===== src/rtl/bmc_pkg.sv =====
`timescale 1ns / 1ps
// ----------------------------------------------------------------------------
// Bipartite guard counter package
// Shared sizes, operation codes and the word types of the block's channels.
// ----------------------------------------------------------------------------
package bmc_pkg;

  localparam int MAX_VERTICES = 256;
  localparam int MAX_EDGES    = 1024;

  localparam int VERTEX_W = 8;
  localparam int COUNT_W  = $clog2(MAX_VERTICES) + 1;
  localparam int EDGE_AW  = (MAX_EDGES > 1) ? $clog2(MAX_EDGES) : 1;
  localparam int EDGE_CW  = $clog2(MAX_EDGES + 1);

  localparam logic [COUNT_W-1:0] NV_MAX    = COUNT_W'(MAX_VERTICES);
  localparam logic [EDGE_CW-1:0] EDGE_FULL = EDGE_CW'(MAX_EDGES);

  localparam logic [1:0] OP_ADD   = 2'd0;
  localparam logic [1:0] OP_SOLVE = 2'd1;
  localparam logic [1:0] OP_CLEAR = 2'd2;

  typedef struct packed {
    logic [1:0]          operation;
    logic [VERTEX_W-1:0] end_a;
    logic [VERTEX_W-1:0] end_b;
  } item_t;

  typedef struct packed {
    logic               possible;
    logic [COUNT_W-1:0] guard_total;
    logic               edges_dropped;
  } result_t;

  typedef struct packed {
    logic [EDGE_CW-1:0] total;
    logic               overflow;
  } edge_status_t;

endpackage


===== src/rtl/bmc_solver.sv =====
`timescale 1ns / 1ps
// ----------------------------------------------------------------------------
// Two-coloring sequencer
// Breadth-first search over the edge list with a color memory, a visit queue
// and one shared edge compare unit.
// ----------------------------------------------------------------------------
module bmc_solver (
  input  logic                              clk,
  input  logic                              rst,
  input  logic                              start,
  input  logic [bmc_pkg::COUNT_W-1:0]       vertex_count,
  input  bmc_pkg::edge_status_t             edges,
  input  logic [2*bmc_pkg::VERTEX_W-1:0]    edge_word,
  input  logic                              done_ready,
  output logic [bmc_pkg::EDGE_AW-1:0]       edge_addr,
  output logic                              idle,
  output logic                              done_valid,
  output bmc_pkg::result_t                  done_result
);

  localparam logic [3:0] S_IDLE   = 4'd0;
  localparam logic [3:0] S_INIT   = 4'd1;
  localparam logic [3:0] S_SCAN   = 4'd2;
  localparam logic [3:0] S_DEQ    = 4'd3;
  localparam logic [3:0] S_DEQW   = 4'd4;
  localparam logic [3:0] S_EFETCH = 4'd5;
  localparam logic [3:0] S_ECHECK = 4'd6;
  localparam logic [3:0] S_CREAD  = 4'd7;
  localparam logic [3:0] S_CCHECK = 4'd8;
  localparam logic [3:0] S_DONE   = 4'd9;

  localparam int VW = bmc_pkg::VERTEX_W;
  localparam int CW = bmc_pkg::COUNT_W;
  localparam int NV = bmc_pkg::MAX_VERTICES;

  logic [3:0]                  state;
  logic [CW-1:0]               nv;
  logic [CW-1:0]               v;
  logic [NV-1:0]               vis;
  logic [CW-1:0]               head;
  logic [CW-1:0]               tail;
  logic [VW-1:0]               cur;
  logic                        cur_col;
  logic [CW-1:0]               members;
  logic [CW-1:0]               first;
  logic [bmc_pkg::EDGE_CW-1:0] e;
  logic [VW-1:0]               other;
  logic [CW-1:0]               sum;
  logic                        ok;

  logic                        cmem [NV];
  logic                        col_q;
  logic [VW:0]                 qmem [NV];
  logic [VW:0]                 q_q;

  logic [VW-1:0]               ea;
  logic [VW-1:0]               eb;
  logic                        in_range;
  logic                        hit_a;
  logic                        hit_b;
  logic [VW-1:0]               nbr;
  logic                        relevant;
  logic [bmc_pkg::EDGE_CW-1:0] e_plus;
  logic                        last_edge;
  logic [CW-1:0]               second;
  logic [CW-1:0]               comp_guard;
  logic                        comp_start;
  logic                        new_nbr;

  logic                        cw_en;
  logic [VW-1:0]               cw_addr;
  logic                        cw_data;
  logic                        qw_en;
  logic [VW-1:0]               qw_addr;
  logic [VW:0]                 qw_data;

  assign ea       = edge_word[VW-1:0];
  assign eb       = edge_word[2*VW-1:VW];
  assign in_range = ({1'b0, ea} < nv) && ({1'b0, eb} < nv);
  assign hit_a    = (ea == cur);
  assign hit_b    = (eb == cur);
  assign nbr      = hit_a ? eb : ea;
  assign relevant = in_range && (hit_a || hit_b);
  assign new_nbr  = (state == S_ECHECK) && relevant && !vis[nbr];

  assign e_plus    = e + bmc_pkg::EDGE_CW'(1);
  assign last_edge = (e_plus == edges.total);

  assign comp_start = (state == S_SCAN) && (v != nv) && !vis[v[VW-1:0]];

  always_comb begin
    second = members - first;
    if (members == CW'(1)) begin
      comp_guard = CW'(1);
    end else if ((first != '0) && (second != '0)) begin
      comp_guard = (first < second) ? first : second;
    end else begin
      comp_guard = (first > second) ? first : second;
    end
  end

  always_comb begin
    cw_en   = 1'b0;
    cw_addr = v[VW-1:0];
    cw_data = 1'b0;
    qw_en   = 1'b0;
    qw_addr = '0;
    qw_data = {v[VW-1:0], 1'b0};
    if (comp_start) begin
      cw_en = 1'b1;
      qw_en = 1'b1;
    end else if (new_nbr) begin
      cw_en   = 1'b1;
      cw_addr = nbr;
      cw_data = ~cur_col;
      qw_en   = 1'b1;
      qw_addr = tail[VW-1:0];
      qw_data = {nbr, ~cur_col};
    end
  end

  always_ff @(posedge clk) begin
    if (cw_en) begin
      cmem[cw_addr] <= cw_data;
    end
    col_q <= cmem[other];
    if (qw_en) begin
      qmem[qw_addr] <= qw_data;
    end
    q_q <= qmem[head[VW-1:0]];
  end

  always_ff @(posedge clk) begin
    if (rst) begin
      state <= S_IDLE;
      vis   <= '0;
      ok    <= 1'b1;
    end else begin
      case (state)
        S_IDLE: begin
          if (start) begin
            nv    <= (vertex_count > bmc_pkg::NV_MAX) ? bmc_pkg::NV_MAX : vertex_count;
            state <= S_INIT;
          end
        end
        S_INIT: begin
          vis   <= '0;
          v     <= '0;
          sum   <= '0;
          ok    <= 1'b1;
          state <= S_SCAN;
        end
        S_SCAN: begin
          if (v == nv) begin
            state <= S_DONE;
          end else if (vis[v[VW-1:0]]) begin
            v <= v + CW'(1);
          end else begin
            vis[v[VW-1:0]] <= 1'b1;
            head           <= '0;
            tail           <= CW'(1);
            members        <= '0;
            first          <= '0;
            state          <= S_DEQ;
          end
        end
        S_DEQ: begin
          if (head == tail) begin
            sum   <= sum + comp_guard;
            v     <= v + CW'(1);
            state <= S_SCAN;
          end else begin
            state <= S_DEQW;
          end
        end
        S_DEQW: begin
          cur     <= q_q[VW:1];
          cur_col <= q_q[0];
          members <= members + CW'(1);
          first   <= first + CW'(!q_q[0]);
          head    <= head + CW'(1);
          e       <= '0;
          state   <= (edges.total == '0) ? S_DEQ : S_EFETCH;
        end
        S_EFETCH: begin
          state <= S_ECHECK;
        end
        S_ECHECK: begin
          if (relevant && vis[nbr]) begin
            other <= nbr;
            state <= S_CREAD;
          end else begin
            if (new_nbr) begin
              vis[nbr] <= 1'b1;
              tail     <= tail + CW'(1);
            end
            e     <= e_plus;
            state <= last_edge ? S_DEQ : S_EFETCH;
          end
        end
        S_CREAD: begin
          state <= S_CCHECK;
        end
        S_CCHECK: begin
          if (col_q == cur_col) begin
            ok    <= 1'b0;
            state <= S_DONE;
          end else begin
            e     <= e_plus;
            state <= last_edge ? S_DEQ : S_EFETCH;
          end
        end
        S_DONE: begin
          if (done_ready) begin
            state <= S_IDLE;
          end
        end
        default: begin
          state <= S_IDLE;
        end
      endcase
    end
  end

  assign edge_addr                 = e[bmc_pkg::EDGE_AW-1:0];
  assign idle                      = (state == S_IDLE);
  assign done_valid                = (state == S_DONE);
  assign done_result.possible      = ok;
  assign done_result.guard_total   = ok ? sum : '0;
  assign done_result.edges_dropped = edges.overflow;

  a_queue_order: assert property (@(posedge clk) disable iff (rst)
    (state == S_DEQ || state == S_DEQW) |-> (head <= tail && tail <= nv))
    else $error("visit queue head passed tail or queue overgrew");

  a_vis_cleared: assert property (@(posedge clk) disable iff (rst)
    (state == S_INIT) |=> (vis == '0))
    else $error("visited flags not cleared at solve start");

  a_fetch_latency: assert property (@(posedge clk) disable iff (rst)
    (state == S_ECHECK) |-> ($past(state) == S_EFETCH))
    else $error("edge checked without a fetch cycle");

  a_total_zero: assert property (@(posedge clk) disable iff (rst)
    done_valid |-> (done_result.possible || done_result.guard_total == '0))
    else $error("nonzero total reported for an impossible graph");

endmodule


===== config.mk =====
export PLATFORM = sky130hd
export DESIGN_NAME = bmc_solver
export DESIGN_NICKNAME = d
export VERILOG_FILES = /design/src/rtl/bmc_pkg.sv /design/src/rtl/bmc_solver.sv
export SDC_FILE = /design/constraint.sdc
export NUM_CORES = 2
export LEC_CHECK = 0
export BUFFER_PORTS_ARGS = -buffer_cell sky130_fd_sc_hd__buf_4
export CAP_MARGIN = 15
export CORE_UTILIZATION = 45
export CTS_CLUSTER_SIZE = 30
export DETAILED_ROUTE_END_ITERATION = 10
export MAX_ROUTING_LAYER = met4
export PLACE_DENSITY = 0.62
export SYNTH_ARGS = -nofsm -noshare
export SYNTH_HDL_FRONTEND = slang
export SYNTH_SLANG_ARGS = --single-unit
export TNS_END_PERCENT = 20

===== constraint.sdc =====
create_clock -name clk -period 46.1 [get_ports clk]
set_clock_uncertainty 0.2 [all_clocks]
set_input_delay 13.83 -clock clk [delete_from_list [all_inputs] [get_ports clk]]
set_output_delay 13.83 -clock clk [all_outputs]
set_load 0.02 [all_outputs]

==> flow_summary.yaml <==
routing:
  drtIter0Drc: 10220
  vias: 74530
  routed_wl_um: 358900
  dr.pass1.iters: 9
  drc: 0
  ant_nets: 0
  wl_per_cell_um: 31.50
  avgViaCountPerCell: 6.542
clock_tree:
  clockRootBuffer: "clkbuf_16"
  post_cts_resized: 0
  clkTransAtPathRegs_ns: 0.06
  postCtsSetupBuffers: 0
  cts_tree: "built"
  ctsHtreeMaxLevel: 5
  cts_sinks: 2922
  ctsLongestPathBuffers: 4
  cts_buffers: 314
  worstSkewPairLatency_ns: 0.96
  ctsHoldBuffers: 0
synth:
  synth_top_family_by_area: "multiplexers"
  ys.flop_type: "edfxtp_1"
  syn_avg_cell_area_um2: 16.98
  yosysTopAreaCell: "edfxtp_1"
  synth.top_cell.area_share_pct: 63.07
  synthXorXnorAreaFrac_pct: 0.7276
  synth-seq-cells: 2922
  synth_cell_type_count: 91
  synthArstFlopShare_pct: 0
  synth_seq_area_share_pct: 67.37
  synth_area_leaders: "edfxtp_1 63%, mux4_2 17%, dfxtp_1 4.3%"
  synth_mux_area_share_pct: 17.13
  synth_area_um2: 126200
  synth_edf_count: 2651
  syn_nets: 7525
  synth-adder-area-share_pct: 0.5154
  yosysWarnings: 0
  synth-simple-area-share_pct: 5.832
  synth-compound-area-share_pct: 5.958
  synth_cells: 7434
flow_run:
  drv_cap: 0
worst_hold_path:
  hp-class: "reg2reg"
  min_path_cells: 0
worst_setup_path:
  crit_type: "in2out"
  critical_path_required_ns: 32.07
  arrival_ns: 13.83
  ff2ff_path_depth: 19
  critical_path_depth: 0
  cp_max_fo: 1
  startpoint_type: "input port"
  crit_path_end_kind: "output pin"
timing:
  period_minus_slack_ns: 27.86
  tightest_slew_ns: 1.483
  setup_viol: 0
  slew_headroom_pct: 1.128
  slew_viol_final: 0
  finalWorstSetupSlack_ns: 18.24
  finalSetupTns_ns: 0
  timing.fmax_mhz: 35.89
  rsz0062_at_grt: "no"
  fin_crit_sh_pct: 60.43
  finalHoldViolations: 0
placed_design:
  place_inst: 10780
  portBuffers: 61
  pre_cts_ws_ns: 18.24
  dpl_cell_area_um2: 131000
  gp_congestion: 0.9896
  place.detailed.hpwl_um: 212800
finish:
  final_common_cell: "edfxtp_1"
  stdcell_area_um2: 141500
  nets: 7499
  finalNonFillerCells: 11390
  layout-drive-gt1-share_pct: 24.76
  fillers: 22610
  area_delta_synth_final_pct: 12.12
  most-common-layout-cells: "2,651 x edfxtp_1, 933 x mux4_2, 461 x nand2_1"
power_and_ir_drop:
  p_leak_nw: 43.67
  power_mw: 5.671
  power_density_nw_per_um2: 40.07
  vdd_drop_max_mv: 0.04041
status:
  run_status: "finished, final reports clean"
die:
  pin_count: 64
  core_area_um2: 279100
  die_w_um: 531.6
  rows: 194
  die_area_um2: 282600
  start_util_pct: 45.22
  die_height_um: 531.6
global_routing:
  grt_overflow: 0
  antenna_found_initial: 18
  grt_pass1_vias: 72590
  grt_start_max_net_pins: 258
  grt_pass1_wl_um: 519100
  grtUsageTotal_pct: 25.74
## synthesized netlist by cell type, types with 44 or more instances
cell type and n:
edfxtp_1 2651, mux4_2 933, nand2_1 464, clkbuf_1 460, o21ai_0 335, nand3_1 307
dfxtp_1 271, o22ai_1 250, nor2_1 207, a22oi_1 167, a211oi_1 122, nor3_1 95
a21oi_1 91, buf_2 89, buf_1 88, nor4_1 81, xor2_1 58, and3_1 55
ha_1 48, nand2b_1 47, xnor2_1 45, inv_1 44
## sequential cells by signal (all words and copies together) (netlist names), 4 cells and up
register	count
qmem	2304
cmem	256
vis	256
e	11
first	9
head	9
members	9
nv	9
q_q	9
sum	9
tail	9
v	9
cur	8
other	8
state	4
## final timing paths
kind | to | start | slack [ns]
min | cur[4]$_DFFE_PP_ | q_q[5]$_DFF_P_ | 0.22
min reg2reg | cur[4]$_DFFE_PP_ | q_q[5]$_DFF_P_ | 0.22
max | done_result[0] | edges[0] | 18.24
max reg2reg | cmem[146]$_DFFE_PP_ | cur[5]$_DFFE_PP_ | 36.07
## cells by family after synthesis
logic type,Yosys count
XOR/XNOR,104
AND/OR/NAND/NOR,1470
adder cells (fa/ha/maj),51
buffers and inverters,738
flip-flops,2922
AO/OA/AOI/OAI,1159
multiplexers,990
## routing by layer
metal | global-route usage (%) | wire length (um) | vias up | share of wire, %
li1 | - | - | 30390 | -
met1 | 34.60 | 140500 | 39080 | 39
met2 | 38.90 | 168200 | 4156 | 47
met3 | 4.645 | 33700 | 910 | 9.4
met4 | 10.56 | 16430 | 0 | 4.6
met5 | - | 0 | - | 0
## power by group
group | switching, mW | internal [mW]
Clock | 1.06 | 1.42
Combinational | 0.209 | 0.0919
Sequential | 0.00711 | 2.88
Total | 1.28 | 4.39
## cell type report
type | instances | area, um2 | share of cell area, %
antenna | 6 | 15.01 | 0.01061
tap | 3724 | 4659 | 3.292
multi-input combinational | 3774 | 38730 | 27.37
clock inverter | 174 | 1854 | 1.310
inverter | 53 | 198.9 | 0.1406
timing repair buffer | 343 | 2856 | 2.018
clock buffer | 397 | 8179 | 5.779
sequential | 2922 | 85030 | 60.08
## metrics by stage
step	hold slack, ns	utilization [%]
final	0.2180	50.70
after global routing	0.2167	50.70
after CTS	0.2179	50.53
after detailed placement	0.1959	46.94
after global placement	0.2007	46.91
after floorplan	0.1855	-
Power figures use the tool's default switching activity.
